--- config.mk ---
export PLATFORM = sky130hd
export DESIGN_NAME = adaptive_bitrate_controller
export DESIGN_NICKNAME = d
export VERILOG_FILES = /design/src/sv/abc_pkg.sv /design/src/sv/abc_regs.sv /design/src/sv/abc_div.sv /design/src/sv/abc_ctrl.sv /design/src/sv/adaptive_bitrate_controller.sv
export SDC_FILE = /design/constraint.sdc
export NUM_CORES = 2
export LEC_CHECK = 0
export ABC_AREA = 1
export BUFFER_PORTS_ARGS = -buffer_cell sky130_fd_sc_hd__clkbuf_2
export CORE_UTILIZATION = 55
export CTS_CLUSTER_DIAMETER = 200
export DETAILED_ROUTE_END_ITERATION = 10
export GPL_TIMING_DRIVEN = 1
export HOLD_SLACK_MARGIN = 0.1
export PLACE_DENSITY = 0.78
export SLEW_MARGIN = 20
export SYNTH_ARGS = -nofsm -noshare
export SYNTH_HDL_FRONTEND = slang
export SYNTH_SLANG_ARGS = --single-unit
--- constraint.sdc ---
create_clock -name clk_i -period 10.1 [get_ports clk_i]
set_clock_uncertainty 0.2 [all_clocks]
set_input_delay 1.01 -clock clk_i [delete_from_list [all_inputs] [get_ports clk_i]]
set_output_delay 1.01 -clock clk_i [all_outputs]
set_load 0.05 [all_outputs]
--- src/sv/abc_pkg.sv ---
`timescale 1ns / 1ps
`default_nettype none
// ----------------------------------------------------------------------------
// Adaptive bitrate controller package
// Shared widths, register indexes, reset values and the structures that
// travel between the register file, the sequencer and the divider.
// ----------------------------------------------------------------------------
package abc_pkg;

  // Field widths.
  localparam int unsigned RATE_W = 30;
  localparam int unsigned RX_W   = 16;
  localparam int unsigned NK_W   = 16;
  localparam int unsigned FR_W   = 10;

  // Packet total and divider operand widths.
  localparam int unsigned DEN_W = RX_W + 1;
  localparam int unsigned DIV_W = RATE_W + RX_W;

  // Configuration port.
  localparam int unsigned DATA_W = 32;
  localparam int unsigned ADDR_W = 4;
  localparam int unsigned IDX_W  = 2;

  // Default thresholds for the boost counters.
  localparam int unsigned THRESHOLD_MIN_DEF = 5;
  localparam int unsigned THRESHOLD_MAX_DEF = 1024;

  // Scaling constants: a boost is *21/20, the average and the clamp reload
  // divide by five.
  localparam int unsigned BOOST_NUM = 21;
  localparam int unsigned BOOST_DEN = 20;
  localparam int unsigned FIFTH_DEN = 5;

  // Register indexes.
  localparam logic [IDX_W-1:0] REG_START_RATE       = 2'd0;
  localparam logic [IDX_W-1:0] REG_START_BURST_RATE = 2'd1;
  localparam logic [IDX_W-1:0] REG_MAX_RATE         = 2'd2;
  localparam logic [IDX_W-1:0] REG_MIN_RATE         = 2'd3;

  // Register reset values.
  localparam logic [RATE_W-1:0] START_RATE_RST       = RATE_W'(16000000);
  localparam logic [RATE_W-1:0] START_BURST_RATE_RST = RATE_W'(100000000);
  localparam logic [RATE_W-1:0] MAX_RATE_RST         = RATE_W'(30000000);
  localparam logic [RATE_W-1:0] MIN_RATE_RST         = RATE_W'(2000000);

  // Current configuration.
  typedef struct packed {
    logic [RATE_W-1:0] start_rate;
    logic [RATE_W-1:0] start_burst_rate;
    logic [RATE_W-1:0] max_rate;
    logic [RATE_W-1:0] min_rate;
  } cfg_t;

  // Request to the shared divider.
  typedef struct packed {
    logic             start;
    logic [DIV_W-1:0] dividend;
    logic [DEN_W-1:0] divisor;
  } div_req_t;

  // Answer from the shared divider.
  typedef struct packed {
    logic             done;
    logic [DIV_W-1:0] quotient;
  } div_rsp_t;

  // Finished result from the sequencer.
  typedef struct packed {
    logic              valid;
    logic [RATE_W-1:0] bitrate;
    logic [RATE_W-1:0] burst_rate;
  } res_t;

endpackage
`default_nettype wire

--- src/sv/abc_regs.sv ---
`timescale 1ns / 1ps
`default_nettype none
// ----------------------------------------------------------------------------
// Configuration registers
// APB-style register file holding the start, burst, maximum and minimum
// rates. Writes complete in the access phase; pready is tied high.
// ----------------------------------------------------------------------------
module abc_regs (
  input  wire logic                        clk_i,
  input  wire logic                        rst_ni,
  input  wire logic                        psel,
  input  wire logic                        penable,
  input  wire logic                        pwrite,
  input  wire logic [abc_pkg::ADDR_W-1:0]  paddr,
  input  wire logic [abc_pkg::DATA_W-1:0]  pwdata,
  output logic      [abc_pkg::DATA_W-1:0]  prdata,
  output logic                             pready,
  output abc_pkg::cfg_t                    cfg_o
);

  abc_pkg::cfg_t                  cfg_q;
  logic [abc_pkg::IDX_W-1:0]      idx;
  logic [abc_pkg::RATE_W-1:0]     wval;
  logic [abc_pkg::RATE_W-1:0]     rval;
  logic                           wr_en;

  assign idx    = paddr[abc_pkg::ADDR_W-1:2];
  assign wval   = pwdata[abc_pkg::RATE_W-1:0];
  assign wr_en  = psel & penable & pwrite;
  assign pready = 1'b1;
  assign cfg_o  = cfg_q;

  // Register writes.
  always_ff @(posedge clk_i or negedge rst_ni) begin
    if (!rst_ni) begin
      cfg_q.start_rate       <= abc_pkg::START_RATE_RST;
      cfg_q.start_burst_rate <= abc_pkg::START_BURST_RATE_RST;
      cfg_q.max_rate         <= abc_pkg::MAX_RATE_RST;
      cfg_q.min_rate         <= abc_pkg::MIN_RATE_RST;
    end else if (wr_en) begin
      case (idx)
        abc_pkg::REG_START_RATE:       cfg_q.start_rate       <= wval;
        abc_pkg::REG_START_BURST_RATE: cfg_q.start_burst_rate <= wval;
        abc_pkg::REG_MAX_RATE:         cfg_q.max_rate         <= wval;
        abc_pkg::REG_MIN_RATE:         cfg_q.min_rate         <= wval;
        default: ;
      endcase
    end
  end

  // Read-back.
  always_comb begin
    case (idx)
      abc_pkg::REG_START_RATE:       rval = cfg_q.start_rate;
      abc_pkg::REG_START_BURST_RATE: rval = cfg_q.start_burst_rate;
      abc_pkg::REG_MAX_RATE:         rval = cfg_q.max_rate;
      abc_pkg::REG_MIN_RATE:         rval = cfg_q.min_rate;
      default:                       rval = '0;
    endcase
  end

  assign prdata = abc_pkg::DATA_W'(rval);

endmodule
`default_nettype wire

--- src/sv/abc_div.sv ---
`timescale 1ns / 1ps
`default_nettype none
// ----------------------------------------------------------------------------
// Shared restoring divider
// Unsigned division, one quotient bit per cycle. A request is taken when
// start is high; done pulses for one cycle with the quotient after the last step.
// ----------------------------------------------------------------------------
module abc_div (
  input  wire logic              clk_i,
  input  wire logic              rst_ni,
  input  wire abc_pkg::div_req_t req_i,
  output abc_pkg::div_rsp_t      rsp_o
);

  localparam int unsigned CNT_W = $clog2(abc_pkg::DIV_W);

  logic                          busy_q, busy_d;
  logic                          done_q, done_d;
  logic [CNT_W-1:0]              cnt_q, cnt_d;
  logic [abc_pkg::DEN_W-1:0]     rem_q, rem_d;
  logic [abc_pkg::DEN_W-1:0]     dvs_q, dvs_d;
  logic [abc_pkg::DIV_W-1:0]     quo_q, quo_d;
  logic [abc_pkg::DEN_W:0]       shifted;
  logic [abc_pkg::DEN_W:0]       diff;
  logic                          ge;

  // One restoring step: bring down the next dividend bit and try to subtract.
  assign shifted = {rem_q, quo_q[abc_pkg::DIV_W-1]};
  assign ge      = (shifted >= {1'b0, dvs_q});
  assign diff    = shifted - {1'b0, dvs_q};

  always_comb begin
    busy_d = busy_q;
    done_d = 1'b0;
    cnt_d  = cnt_q;
    rem_d  = rem_q;
    dvs_d  = dvs_q;
    quo_d  = quo_q;
    if (req_i.start) begin
      busy_d = 1'b1;
      cnt_d  = '0;
      rem_d  = '0;
      dvs_d  = req_i.divisor;
      quo_d  = req_i.dividend;
    end else if (busy_q) begin
      rem_d = ge ? diff[abc_pkg::DEN_W-1:0] : shifted[abc_pkg::DEN_W-1:0];
      quo_d = {quo_q[abc_pkg::DIV_W-2:0], ge};
      cnt_d = cnt_q + 1'b1;
      if (cnt_q == CNT_W'(abc_pkg::DIV_W - 1)) begin
        busy_d = 1'b0;
        done_d = 1'b1;
      end
    end
  end

  always_ff @(posedge clk_i or negedge rst_ni) begin
    if (!rst_ni) begin
      busy_q <= 1'b0;
      done_q <= 1'b0;
      cnt_q  <= '0;
    end else begin
      busy_q <= busy_d;
      done_q <= done_d;
      cnt_q  <= cnt_d;
    end
  end

  // Datapath registers need no reset.
  always_ff @(posedge clk_i) begin
    rem_q <= rem_d;
    dvs_q <= dvs_d;
    quo_q <= quo_d;
  end

  assign rsp_o.done     = done_q;
  assign rsp_o.quotient = quo_q;

endmodule
`default_nettype wire

--- src/sv/abc_ctrl.sv ---
`timescale 1ns / 1ps
`default_nettype none
// ----------------------------------------------------------------------------
// Bitrate sequencer
// Holds the throughput and burst state and steps through one statistics
// item, handing every division to the shared divider.
// ----------------------------------------------------------------------------
module abc_ctrl #(
  parameter int unsigned THRESHOLD_MIN = abc_pkg::THRESHOLD_MIN_DEF,
  parameter int unsigned THRESHOLD_MAX = abc_pkg::THRESHOLD_MAX_DEF
) (
  input  wire logic                          clk_i,
  input  wire logic                          rst_ni,
  input  wire abc_pkg::cfg_t                 cfg_i,
  input  wire logic                          in_valid_i,
  output logic                               in_ready_o,
  input  wire logic                          stats_valid_i,
  input  wire logic [abc_pkg::RX_W-1:0]      received_packets_i,
  input  wire logic [abc_pkg::NK_W-1:0]      nack_count_i,
  input  wire logic [abc_pkg::FR_W-1:0]      rendered_frames_i,
  output abc_pkg::div_req_t                  div_req_o,
  input  wire abc_pkg::div_rsp_t             div_rsp_i,
  input  wire logic                          out_free_i,
  output abc_pkg::res_t                      res_o
);

  localparam int unsigned RW     = abc_pkg::RATE_W;
  localparam int unsigned TH_TOP = (THRESHOLD_MIN > THRESHOLD_MAX) ? THRESHOLD_MIN
                                                                   : THRESHOLD_MAX;
  localparam int unsigned CNT_W  = $clog2(TH_TOP + 1);
  localparam int unsigned BCNT_W = $clog2(THRESHOLD_MIN + 1);

  typedef enum logic [3:0] {
    ST_IDLE,
    ST_START,
    ST_TPUT,
    ST_DIV_REAL,
    ST_DIV_BOOST,
    ST_DIV_EWMA,
    ST_CLAMP,
    ST_DIV_CLAMP,
    ST_BURST,
    ST_DIV_BURST,
    ST_BCLAMP,
    ST_DONE
  } state_e;

  state_e                     state_q, state_d;
  logic                       started_q, started_d;
  logic [RW-1:0]              exp_q, exp_d;
  logic [CNT_W-1:0]           match_q, match_d;
  logic [CNT_W-1:0]           bth_q, bth_d;
  logic [RW-1:0]              good_q, good_d;
  logic                       good_v_q, good_v_d;
  logic [CNT_W-1:0]           gth_q, gth_d;
  logic [RW-1:0]              held_q, held_d;
  logic [RW-1:0]              burst_q, burst_d;
  logic [BCNT_W-1:0]          bcnt_q, bcnt_d;
  logic [RW:0]                btmp_q, btmp_d;
  abc_pkg::div_req_t          div_q, div_d;

  // Item latches.
  logic                       sv_q, sv_d;
  logic                       fr_nz_q, fr_nz_d;
  logic [abc_pkg::RX_W-1:0]   rx_q, rx_d;
  logic [abc_pkg::NK_W-1:0]   nk_q, nk_d;

  // Arithmetic around the divider.
  logic [abc_pkg::DEN_W-1:0]  den;
  logic [abc_pkg::DIV_W-1:0]  prod;
  logic [RW+4:0]              exp_x21;
  logic [RW+4:0]              burst_x21;
  logic [RW+2:0]              exp_x5;
  logic [RW:0]                rate;
  logic [RW-1:0]              real_now;
  logic [RW+2:0]              ewma_sum;
  logic [CNT_W-1:0]           match_inc;
  logic [BCNT_W-1:0]          bcnt_inc;
  logic [CNT_W:0]             gth_x2;
  logic [CNT_W-1:0]           gth_cap;
  logic                       accept;

  assign accept    = in_valid_i & in_ready_o;
  assign den       = abc_pkg::DEN_W'(rx_q) + abc_pkg::DEN_W'(nk_q);
  assign prod      = abc_pkg::DIV_W'(exp_q) * abc_pkg::DIV_W'(rx_q);
  assign exp_x21   = (RW+5)'(exp_q) * (RW+5)'(abc_pkg::BOOST_NUM);
  assign burst_x21 = (RW+5)'(burst_q) * (RW+5)'(abc_pkg::BOOST_NUM);
  assign exp_x5    = (RW+3)'(exp_q) * (RW+3)'(abc_pkg::FIFTH_DEN);
  assign rate      = exp_x5[RW+2:2];
  assign real_now  = div_rsp_i.quotient[RW-1:0];
  assign ewma_sum  = (RW+3)'({exp_q, 2'b00}) + (RW+3)'(real_now);
  assign match_inc = match_q + 1'b1;
  assign bcnt_inc  = bcnt_q + 1'b1;
  assign gth_x2    = {gth_q, 1'b0};
  assign gth_cap   = (gth_x2 > (CNT_W+1)'(THRESHOLD_MAX)) ? CNT_W'(THRESHOLD_MAX)
                                                          : gth_x2[CNT_W-1:0];

  assign in_ready_o = (state_q == ST_IDLE);

  // Sequencer next-state logic.
  always_comb begin
    state_d   = state_q;
    started_d = started_q;
    exp_d     = exp_q;
    match_d   = match_q;
    bth_d     = bth_q;
    good_d    = good_q;
    good_v_d  = good_v_q;
    gth_d     = gth_q;
    held_d    = held_q;
    burst_d   = burst_q;
    bcnt_d    = bcnt_q;
    btmp_d    = btmp_q;
    sv_d      = sv_q;
    fr_nz_d   = fr_nz_q;
    rx_d      = rx_q;
    nk_d      = nk_q;
    div_d     = div_q;
    div_d.start = 1'b0;

    case (state_q)
      // Wait for an item and latch it.
      ST_IDLE: begin
        if (accept) begin
          sv_d    = stats_valid_i;
          fr_nz_d = (rendered_frames_i != '0);
          rx_d    = received_packets_i;
          nk_d    = nack_count_i;
          if (!stats_valid_i) begin
            state_d = ST_DONE;
          end else if (!started_q) begin
            div_d.start    = 1'b1;
            div_d.dividend = abc_pkg::DIV_W'({cfg_i.start_rate, 2'b00});
            div_d.divisor  = abc_pkg::DEN_W'(abc_pkg::FIFTH_DEN);
            state_d        = ST_START;
          end else begin
            state_d = ST_TPUT;
          end
        end
      end

      // First valid item: load the state from the registers.
      ST_START: begin
        if (div_rsp_i.done) begin
          exp_d     = div_rsp_i.quotient[RW-1:0];
          held_d    = cfg_i.start_rate;
          burst_d   = cfg_i.start_burst_rate;
          started_d = 1'b1;
          state_d   = ST_TPUT;
        end
      end

      // Scale the expected throughput by the received fraction.
      ST_TPUT: begin
        if (den != '0) begin
          div_d.start    = 1'b1;
          div_d.dividend = prod;
          div_d.divisor  = den;
          state_d        = ST_DIV_REAL;
        end else begin
          state_d = ST_BURST;
        end
      end

      // Compare the measured throughput with the expectation.
      ST_DIV_REAL: begin
        if (div_rsp_i.done) begin
          if (real_now == exp_q) begin
            if (match_inc >= bth_q) begin
              good_d         = real_now;
              good_v_d       = 1'b1;
              match_d        = '0;
              gth_d          = bth_q;
              bth_d          = CNT_W'(THRESHOLD_MIN);
              div_d.start    = 1'b1;
              div_d.dividend = abc_pkg::DIV_W'(exp_x21);
              div_d.divisor  = abc_pkg::DEN_W'(abc_pkg::BOOST_DEN);
              state_d        = ST_DIV_BOOST;
            end else begin
              match_d = match_inc;
              state_d = ST_CLAMP;
            end
          end else begin
            match_d = '0;
            if (good_v_q && (exp_q > good_q)) begin
              exp_d   = good_q;
              gth_d   = gth_cap;
              bth_d   = gth_cap;
              state_d = ST_CLAMP;
            end else begin
              bth_d          = CNT_W'(THRESHOLD_MIN);
              div_d.start    = 1'b1;
              div_d.dividend = abc_pkg::DIV_W'(ewma_sum);
              div_d.divisor  = abc_pkg::DEN_W'(abc_pkg::FIFTH_DEN);
              state_d        = ST_DIV_EWMA;
            end
          end
        end
      end

      // Boosted or averaged throughput comes back from the divider.
      ST_DIV_BOOST, ST_DIV_EWMA: begin
        if (div_rsp_i.done) begin
          exp_d   = div_rsp_i.quotient[RW-1:0];
          state_d = ST_CLAMP;
        end
      end

      // Bitrate is 5/4 of the throughput, capped first, then floored.
      ST_CLAMP: begin
        if (rate > (RW+1)'(cfg_i.max_rate)) begin
          held_d         = cfg_i.max_rate;
          div_d.start    = 1'b1;
          div_d.dividend = abc_pkg::DIV_W'({cfg_i.max_rate, 2'b00});
          div_d.divisor  = abc_pkg::DEN_W'(abc_pkg::FIFTH_DEN);
          state_d        = ST_DIV_CLAMP;
        end else if (rate < (RW+1)'(cfg_i.min_rate)) begin
          held_d         = cfg_i.min_rate;
          div_d.start    = 1'b1;
          div_d.dividend = abc_pkg::DIV_W'({cfg_i.min_rate, 2'b00});
          div_d.divisor  = abc_pkg::DEN_W'(abc_pkg::FIFTH_DEN);
          state_d        = ST_DIV_CLAMP;
        end else begin
          held_d  = rate[RW-1:0];
          state_d = ST_BURST;
        end
      end

      ST_DIV_CLAMP: begin
        if (div_rsp_i.done) begin
          exp_d   = div_rsp_i.quotient[RW-1:0];
          state_d = ST_BURST;
        end
      end

      // Burst rate counts periods with rendered frames and boosts.
      ST_BURST: begin
        if (!fr_nz_q) begin
          state_d = ST_DONE;
        end else if (bcnt_inc >= BCNT_W'(THRESHOLD_MIN)) begin
          bcnt_d         = '0;
          div_d.start    = 1'b1;
          div_d.dividend = abc_pkg::DIV_W'(burst_x21);
          div_d.divisor  = abc_pkg::DEN_W'(abc_pkg::BOOST_DEN);
          state_d        = ST_DIV_BURST;
        end else begin
          bcnt_d  = bcnt_inc;
          btmp_d  = (RW+1)'(burst_q);
          state_d = ST_BCLAMP;
        end
      end

      ST_DIV_BURST: begin
        if (div_rsp_i.done) begin
          btmp_d  = div_rsp_i.quotient[RW:0];
          state_d = ST_BCLAMP;
        end
      end

      // Cap at the start burst rate first; the floor only applies otherwise.
      ST_BCLAMP: begin
        if (btmp_q > (RW+1)'(cfg_i.start_burst_rate)) begin
          burst_d = cfg_i.start_burst_rate;
        end else if (btmp_q < (RW+1)'(cfg_i.min_rate)) begin
          burst_d = cfg_i.min_rate;
        end else begin
          burst_d = btmp_q[RW-1:0];
        end
        state_d = ST_DONE;
      end

      // Hand the result to the output register.
      ST_DONE: begin
        if (out_free_i) begin
          state_d = ST_IDLE;
        end
      end

      default: begin
        state_d = ST_IDLE;
      end
    endcase
  end

  // State and registered outputs.
  always_ff @(posedge clk_i or negedge rst_ni) begin
    if (!rst_ni) begin
      state_q     <= ST_IDLE;
      started_q   <= 1'b0;
      exp_q       <= '0;
      match_q     <= '0;
      bth_q       <= CNT_W'(THRESHOLD_MIN);
      good_q      <= '0;
      good_v_q    <= 1'b0;
      gth_q       <= CNT_W'(THRESHOLD_MIN);
      held_q      <= abc_pkg::START_RATE_RST;
      burst_q     <= abc_pkg::START_BURST_RATE_RST;
      bcnt_q      <= '0;
      div_q       <= '0;
    end else begin
      state_q     <= state_d;
      started_q   <= started_d;
      exp_q       <= exp_d;
      match_q     <= match_d;
      bth_q       <= bth_d;
      good_q      <= good_d;
      good_v_q    <= good_v_d;
      gth_q       <= gth_d;
      held_q      <= held_d;
      burst_q     <= burst_d;
      bcnt_q      <= bcnt_d;
      div_q       <= div_d;
    end
  end

  // Item latches need no reset.
  always_ff @(posedge clk_i) begin
    sv_q           <= sv_d;
    fr_nz_q        <= fr_nz_d;
    rx_q           <= rx_d;
    nk_q           <= nk_d;
    btmp_q         <= btmp_d;
  end

  assign div_req_o = div_q;

  // Without valid statistics the configured defaults are returned.
  assign res_o.valid      = (state_q == ST_DONE);
  assign res_o.bitrate    = sv_q ? held_q  : cfg_i.start_rate;
  assign res_o.burst_rate = sv_q ? burst_q : cfg_i.start_burst_rate;

  // A division request is only out while the sequencer waits for its answer.
  a_div_start: assert property (@(posedge clk_i) disable iff (!rst_ni)
    div_q.start |-> (state_q == ST_START || state_q == ST_DIV_REAL ||
                     state_q == ST_DIV_BOOST || state_q == ST_DIV_EWMA ||
                     state_q == ST_DIV_CLAMP || state_q == ST_DIV_BURST))
    else $error("divider started outside a waiting state");

  // The divider never answers a state that is not waiting.
  a_div_done: assert property (@(posedge clk_i) disable iff (!rst_ni)
    div_rsp_i.done |-> (state_q == ST_START || state_q == ST_DIV_REAL ||
                        state_q == ST_DIV_BOOST || state_q == ST_DIV_EWMA ||
                        state_q == ST_DIV_CLAMP || state_q == ST_DIV_BURST))
    else $error("divider answer with no state waiting");

  // The match count stays below the boost threshold.
  a_match: assert property (@(posedge clk_i) disable iff (!rst_ni)
    match_q < bth_q)
    else $error("match count reached the boost threshold");

  // The burst count wraps before the threshold.
  a_bcnt: assert property (@(posedge clk_i) disable iff (!rst_ni)
    bcnt_q < BCNT_W'(THRESHOLD_MIN))
    else $error("burst count reached the threshold");

  // Once started, the state is never reloaded.
  a_started: assert property (@(posedge clk_i) disable iff (!rst_ni)
    started_q |=> started_q)
    else $error("started flag dropped");

endmodule
`default_nettype wire

--- src/sv/adaptive_bitrate_controller.sv ---
`timescale 1ns / 1ps
`default_nettype none
// An item without valid statistics goes from idle straight to the done state, then to the
// output register; otherwise it passes the throughput, clamp (if it has packets), burst
// and burst clamp (if it has frames) states, with D (0 to 5) shared divider passes.
// Throughput: one item at a time; in_ready_o is low while the sequencer works.
// The output register lets the next item start while a result awaits out_ready_i.
// Reset: asynchronous, active low; registers return to their defaults, state clears.
// ----------------------------------------------------------------------------
// Adaptive bitrate controller
// Turns per-period packet and frame statistics into a requested bitrate and
// burst bitrate, with an APB-style configuration port.
// ----------------------------------------------------------------------------
module adaptive_bitrate_controller #(
  parameter int unsigned THRESHOLD_MIN = abc_pkg::THRESHOLD_MIN_DEF,
  parameter int unsigned THRESHOLD_MAX = abc_pkg::THRESHOLD_MAX_DEF
) (
  input  wire logic                         clk_i,
  input  wire logic                         rst_ni,
  // Configuration port
  input  wire logic                         psel,
  input  wire logic                         penable,
  input  wire logic                         pwrite,
  input  wire logic [abc_pkg::ADDR_W-1:0]   paddr,
  input  wire logic [abc_pkg::DATA_W-1:0]   pwdata,
  output logic      [abc_pkg::DATA_W-1:0]   prdata,
  output logic                              pready,
  // Statistics input
  input  wire logic                         in_valid_i,
  output logic                              in_ready_o,
  input  wire logic                         stats_valid_i,
  input  wire logic [abc_pkg::RX_W-1:0]     received_packets_i,
  input  wire logic [abc_pkg::NK_W-1:0]     nack_count_i,
  input  wire logic [abc_pkg::FR_W-1:0]     rendered_frames_i,
  // Rate output
  output logic                              out_valid_o,
  input  wire logic                         out_ready_i,
  output logic      [abc_pkg::RATE_W-1:0]   bitrate_out_o,
  output logic      [abc_pkg::RATE_W-1:0]   burst_rate_out_o
);

  abc_pkg::cfg_t                cfg;
  abc_pkg::div_req_t            div_req;
  abc_pkg::div_rsp_t            div_rsp;
  abc_pkg::res_t                res;
  logic                         out_free;
  logic                         out_valid_q;
  logic [abc_pkg::RATE_W-1:0]   bitrate_q;
  logic [abc_pkg::RATE_W-1:0]   burst_q;

  abc_regs u_regs (
    .clk_i   (clk_i),
    .rst_ni  (rst_ni),
    .psel    (psel),
    .penable (penable),
    .pwrite  (pwrite),
    .paddr   (paddr),
    .pwdata  (pwdata),
    .prdata  (prdata),
    .pready  (pready),
    .cfg_o   (cfg)
  );

  abc_div u_div (
    .clk_i  (clk_i),
    .rst_ni (rst_ni),
    .req_i  (div_req),
    .rsp_o  (div_rsp)
  );

  abc_ctrl #(
    .THRESHOLD_MIN (THRESHOLD_MIN),
    .THRESHOLD_MAX (THRESHOLD_MAX)
  ) u_ctrl (
    .clk_i              (clk_i),
    .rst_ni             (rst_ni),
    .cfg_i              (cfg),
    .in_valid_i         (in_valid_i),
    .in_ready_o         (in_ready_o),
    .stats_valid_i      (stats_valid_i),
    .received_packets_i (received_packets_i),
    .nack_count_i       (nack_count_i),
    .rendered_frames_i  (rendered_frames_i),
    .div_req_o          (div_req),
    .div_rsp_i          (div_rsp),
    .out_free_i         (out_free),
    .res_o              (res)
  );

  // Output register: free when empty or being emptied this cycle.
  assign out_free = !out_valid_q || out_ready_i;

  always_ff @(posedge clk_i or negedge rst_ni) begin
    if (!rst_ni) begin
      out_valid_q <= 1'b0;
    end else if (out_free) begin
      out_valid_q <= res.valid;
    end
  end

  always_ff @(posedge clk_i) begin
    if (out_free && res.valid) begin
      bitrate_q <= res.bitrate;
      burst_q   <= res.burst_rate;
    end
  end

  assign out_valid_o      = out_valid_q;
  assign bitrate_out_o    = bitrate_q;
  assign burst_rate_out_o = burst_q;

endmodule
`default_nettype wire
======== Word-level counts from Yosys, hierarchy flattened ========
Cells that the tools add are included.
cells by class
  add/subtract/negate cells ............... 6
  $mul .................................... 4
  $lt $le $gt $ge ......................... 9
  equal/unequal tests ..................... 36
  mux-type cells .......................... 72
  bitwise operators ....................... 3
  reduce and logical (&&, ||, !) cells .... 34
operator list
  kind                   number
  $mux 64                12
  $mux 30                12
  $pmux 64 s5            1
  $pmux 30 s2            3
  $pmux 30 s4            1
  $mux 11                9
  $mux 31                3
  $mux 46                2
  $mul 30x5->35 const B  2
  $gt 31x30->1           2
  $lt 31x30->1           2
  $pmux 31 s2            1
  $mux 4                 13
  $mul 30x16->46         1
  $pmux 4 s11            1
  $add 32x30->33         1
  $mul 30x3->33 const B  1
  $eq 30x30->1           1
  $gt 30x30->1           1
  $ne 2x2->1 const B     11
  $reduce_and 2->1       10
  $ge 18x17->1           1
  $add 16x16->17         1
  $mux 17                1
  other kinds (39)       71
storage, ports and cells
  flip-flop bits (word level) ............. 560
  input bits .............................. 86
  output and inout bits ................... 95
  word-level logic and storage cells ...... 196

======== Depth between registers and ports, before layout ========
  word-level depth ........................ 6
  gate-level depth with buffers ........... 33
  gate-level depth less buffers ........... 32

======== Cells and area by module ========
From an unflattened synthesis, not the netlist that was laid out.
unflattened totals
  cell total of the unflattened synthesis .. 8,024
  area total of the unflattened synthesis .. 59,442.0 µm²
modules (own cells, without submodules)
  module                       times used  cells each  area each (µm²)  sequential area each (µm²)
  abc_ctrl                     1           6,646       47,192.8         7,636.1
  abc_regs                     1           704         5,564.1          3,047.9
  abc_div                      1           608         4,838.4          2,432.3
  adaptive_bitrate_controller  1           66          1,846.8          1,826.8

======== Worst setup path before layout ========
Ideal clock, no wire load.
  kind .................................... register to register
  from .................................... reg u_ctrl.exp_q[29]
  to ...................................... reg u_ctrl.div_q, in the netlist u_ctrl.div_req_o[48]
  setup time .............................. 0.125 ns
  arrival time ............................ 5.652 ns
  required time ........................... 9.775 ns
  slack ................................... 4.123 ns
  cell stages (with the launch flop) ...... 28
  path buffers ............................ 2
  period minus slack after synthesis ...... 5.977 ns
  path through ............................ dfrtp_1 clkbuf_1 buf_1 nand2_1 fa_1 inv_1 fa_1 inv_1 fa_1 inv_1 fa_1 inv_1 fa_1 fa_1 inv_1 ha_1 inv_1 o21ai_0 a31oi_1 o21ai_0 a21oi_1 nand2_1 nand2_1 nand2_1 nand3_1 nand2_1 nor2_1 nand3_1
between the ends
  longest elaborated chain between the ends .. 5
  elaborated cells between the ends (all ways) .. 20
  those cells by class .................... add/sub (1); mul (3); order compare (3); eq/ne (4); mux (7); reduce/logical (2)
RTL lines
  what                                                                   line             text
  from (decl)                                                            abc_ctrl.sv:50   logic [RW-1:0] exp_q, exp_d;
  from (signal assigned)                                                 abc_ctrl.sv:303  exp_q <= exp_d;
  parallel branches: the longest is 5 deep, another holds $mul 30x3->33  --
  to (signal assigned)                                                   abc_ctrl.sv:312  div_q <= div_d;
  to (decl)                                                              abc_ctrl.sv:60   abc_pkg::div_req_t div_q, div_d;
Parallel ways; which one is timed is not known. The select of a mux whose other input is x is not followed.
A chain may end at the register's enable or synchronous reset.

======== Final worst setup path ========
  from .................................... reg u_ctrl.exp_q[7]
  to ...................................... reg u_ctrl.div_q, in the netlist u_ctrl.div_req_o[34]
Same word-level chain as after synthesis.

==> results.cfg <==
[outcome]
status = finished, final reports clean

[cts]
cts_setup_buffers = 0
cts_buffer_depth = 3
hold_buffers = 0
cts_num_sinks = 560
htreeDepth = 3
cts_resized = 0
cts_buffers = 67
cts_root_buf = clkbuf_16
clock_latency_ns = 0.66
cts_tree = built
clk_pin_slew_ns = 0.06

[grt]
antenna_found_initial = 9
first_global_vias = 52013
grt_pass1_wl_um = 307300
grt_max_degree = 100
grt.overflow.total = 0
grt_use_total = 0.3776

[worst_setup_path]
crit_fanout = 64
worstSetupPathType = reg2reg
critPathLaunchType = register
r2r_end = u_ctrl.div_req_o[34]$_DFFE_PN0P_
r2r_slack_ns = 2.86
r2r_cells = 26
crit_path_end_kind = register
r2r_start = u_ctrl.exp_q[7]$_DFFE_PN0P_
cp_data_arrival_time_ns = 7.54
cp.required_ns = 10.40

[power_and_ir_drop]
power.switching_mw = 5.852
peakVddDrop_v = 0.0002926
p_leak_nw = 32.81
p_clk_frac = 0.210
switching_share = 0.4840
intPower_mw = 6.238
power.density_mw_per_mm2 = 192.3
p_comb_frac = 0.491
p_seq_frac = 0.299

[route]
drtIter0Drc = 6107
firstDrtPassIters = 9
vias = 53894
wl_per_cell_um = 21.63
drcViolationCount = 0
ant_nets = 0
totalWireLength_um = 202900
via_per_inst = 5.746

[sta]
fin_tns_setup_ns = 0
grt_setup_unrepaired = no
fmaxAchievable_mhz = 138.1
slew_violations = 0
hold_ws_ns = 0.1922
setup_viol_count_final = 0
max_slew_margin = 0.2062
finalHoldViolCount = 0
tightest_slew_ns = 1.189
layout_worst_path_cycle_share = 0.7170
fin_crit_ns = 7.241

[die]
start_util = 0.5551
die_y_um = 328.0
die_x_um = 328.0
dieArea_mm2 = 0.1076
io_pins = 181
core_area_mm2 = 0.1053
num_rows = 119

[placed_design]
hpwl_um = 159800
placed_cells = 9251
io_buffers = 173
routabilityCongestion = 1.078

[yosys]
async_reset_ff_frac = 0.6339
syn_area_mm2 = 0.05844
synth_edf_count = 188
yosysUniqueCellTypes = 59
synth.avg_cell_area_um2 = 7.423
seq_area_frac_synth = 0.2557
synth-seq-cells = 560
netlist_instances = 7872
yosysWarnings = 0
synth_ff_type = dfrtp_1

[min_path]
worstHoldPathType = in2async

[finish]
num-nets-final = 9012
synthToLayoutAreaGrowth_pct = 7.610
finish.utilization = 0.5974
drive_above_1_share = 0.06100
layout.cells.most_common = nand2_1
layout.cells.non_filler = 9379
final_cell_mix = nand2_1 (2211), inv_1 (1559), o21ai_0 (615)

[flow_run]
cap_violations = 0
[final cells by class]
cell class                 count  area (um^2)
tap                         1391         1740
sequential                   560        14940
clock inverter                36        435.4
fill                        9562        42380
clock buffer                  88         1857
inverter                    1572         5901
antenna                        4        10.01
multi-input combinational   5467        36460
timing repair buffer         261         1536
[state kept, by name (all words and copies together) (netlist names), 31 cells and up]
register / cells
u_regs.cfg_o: 120
u_div.quo_q: 46
u_ctrl.btmp_q: 31
u_ctrl.div_req_o: 64
[cells in the mapped netlist (21+ instances only)]
cell,count,area (um^2)
a21oi_1,319,1597
dfrtp_1,296,7407
buf_2,40,200.2
nor3_1,47,235.2
o21ai_0,615,3078
a31oi_1,34,212.7
edfxtp_1,188,5645
nand4_1,70,437.9
inv_1,1560,5856
nand2_1,2211,8299
nand3b_1,24,180.2
o211ai_1,54,405.4
ha_1,527,6594
nand3_1,359,1797
xor2_1,80,700.7
fa_1,470,9409
nor2_1,402,1509
buf_4,25,187.7
o2111ai_1,34,297.8
xnor2_1,37,324.1
o21ai_1,21,105.1
o21bai_1,23,172.7
dfstp_2,59,1550
clkbuf_1,189,709.4
[cells by family (layout without fill, tap and decap cells)]
logic type	after synthesis	count (layout)	share of synthesized area
AOI/OAI and AO/OA	1171	1171	0.1097
DFF	560	560	0.2557
buffers and inverters	1846	1957	0.1220
and+or+nand+nor	3179	3179	0.2211
adders and majority gates	997	997	0.2738
xor gates and xnor gates	117	117	0.01754
other	2	7	0.0001285
[critical path, stage by stage, from the launching register on]
cell	delay, ns
dfrtp_1	1.11
buf_4	0.35
ha_1	0.21
ha_1	0.16
inv_1	0.07
fa_1	0.38
inv_1	0.06
nand3_1	0.06
nand2_1	0.10
a21oi_1	0.07
nand2_1	0.15
nand3_1	0.10
nand2_1	0.11
a21oi_1	0.09
xnor2_1	0.84
ha_1	0.41
nand2_1	0.08
inv_1	0.04
nor3_1	0.22
o2111ai_1	0.22
nor2_4	0.23
nor2_4	0.03
buf_4	0.27
nand2_2	0.24
nand3_4	0.74
nand2_1	0.33
nand3_1	0.13
[power groups by stage]
stage          clock (mW)  sequential [mW]  combinational (mW)
5_1_grt              2.63             3.64                6.64
6_report             2.53             3.62                5.94
2_1_floorplan           0             3.38                4.11
3_5_place_dp            0             3.62                5.79
3_3_place_gp            0             3.60                5.68
4_1_cts              2.55             3.58                5.84
[through the flow]
step,setup slack [ns],power [mW],instance area (um^2)
global route,2.570,12.92,62880
detailed placement,3.112,9.405,60570
floorplan,4.123,7.489,58440
CTS,3.094,11.97,62870
global placement,3.156,9.285,60570
finish,2.859,12.09,62880
[how the worst max path moves through the flow]
stage	startpoint	end	slack, ns	cells past startpoint
after global placement	u_ctrl.exp_q[18]$_DFFE_PN0P_	u_ctrl.div_req_o[45]$_DFFE_PN0P_	3.16	24
after detailed placement	u_ctrl.exp_q[18]$_DFFE_PN0P_	u_ctrl.div_req_o[45]$_DFFE_PN0P_	3.11	24
final	u_ctrl.exp_q[7]$_DFFE_PN0P_	u_ctrl.div_req_o[34]$_DFFE_PN0P_	2.86	26
after global routing	u_ctrl.exp_q[7]$_DFFE_PN0P_	u_ctrl.div_req_o[34]$_DFFE_PN0P_	2.57	27
after CTS	u_ctrl.exp_q[18]$_DFFE_PN0P_	u_ctrl.div_req_o[45]$_DFFE_PN0P_	3.09	24
after floorplan	u_ctrl.exp_q[29]$_DFFE_PN0P_	u_ctrl.div_req_o[48]$_DFFE_PN0P_	4.12	27
[metal layers]
metal / track usage / routed length, um / up-vias
met5: 0 / 50 / -
met4: 0.1652 / 9937 / 8
met3: 0.1069 / 23830 / 497
met2: 0.5700 / 87890 / 2723
met1: 0.5054 / 81170 / 25843
li1: - / - / 24823
No activity file was read; power rests on OpenSTA's default activity.
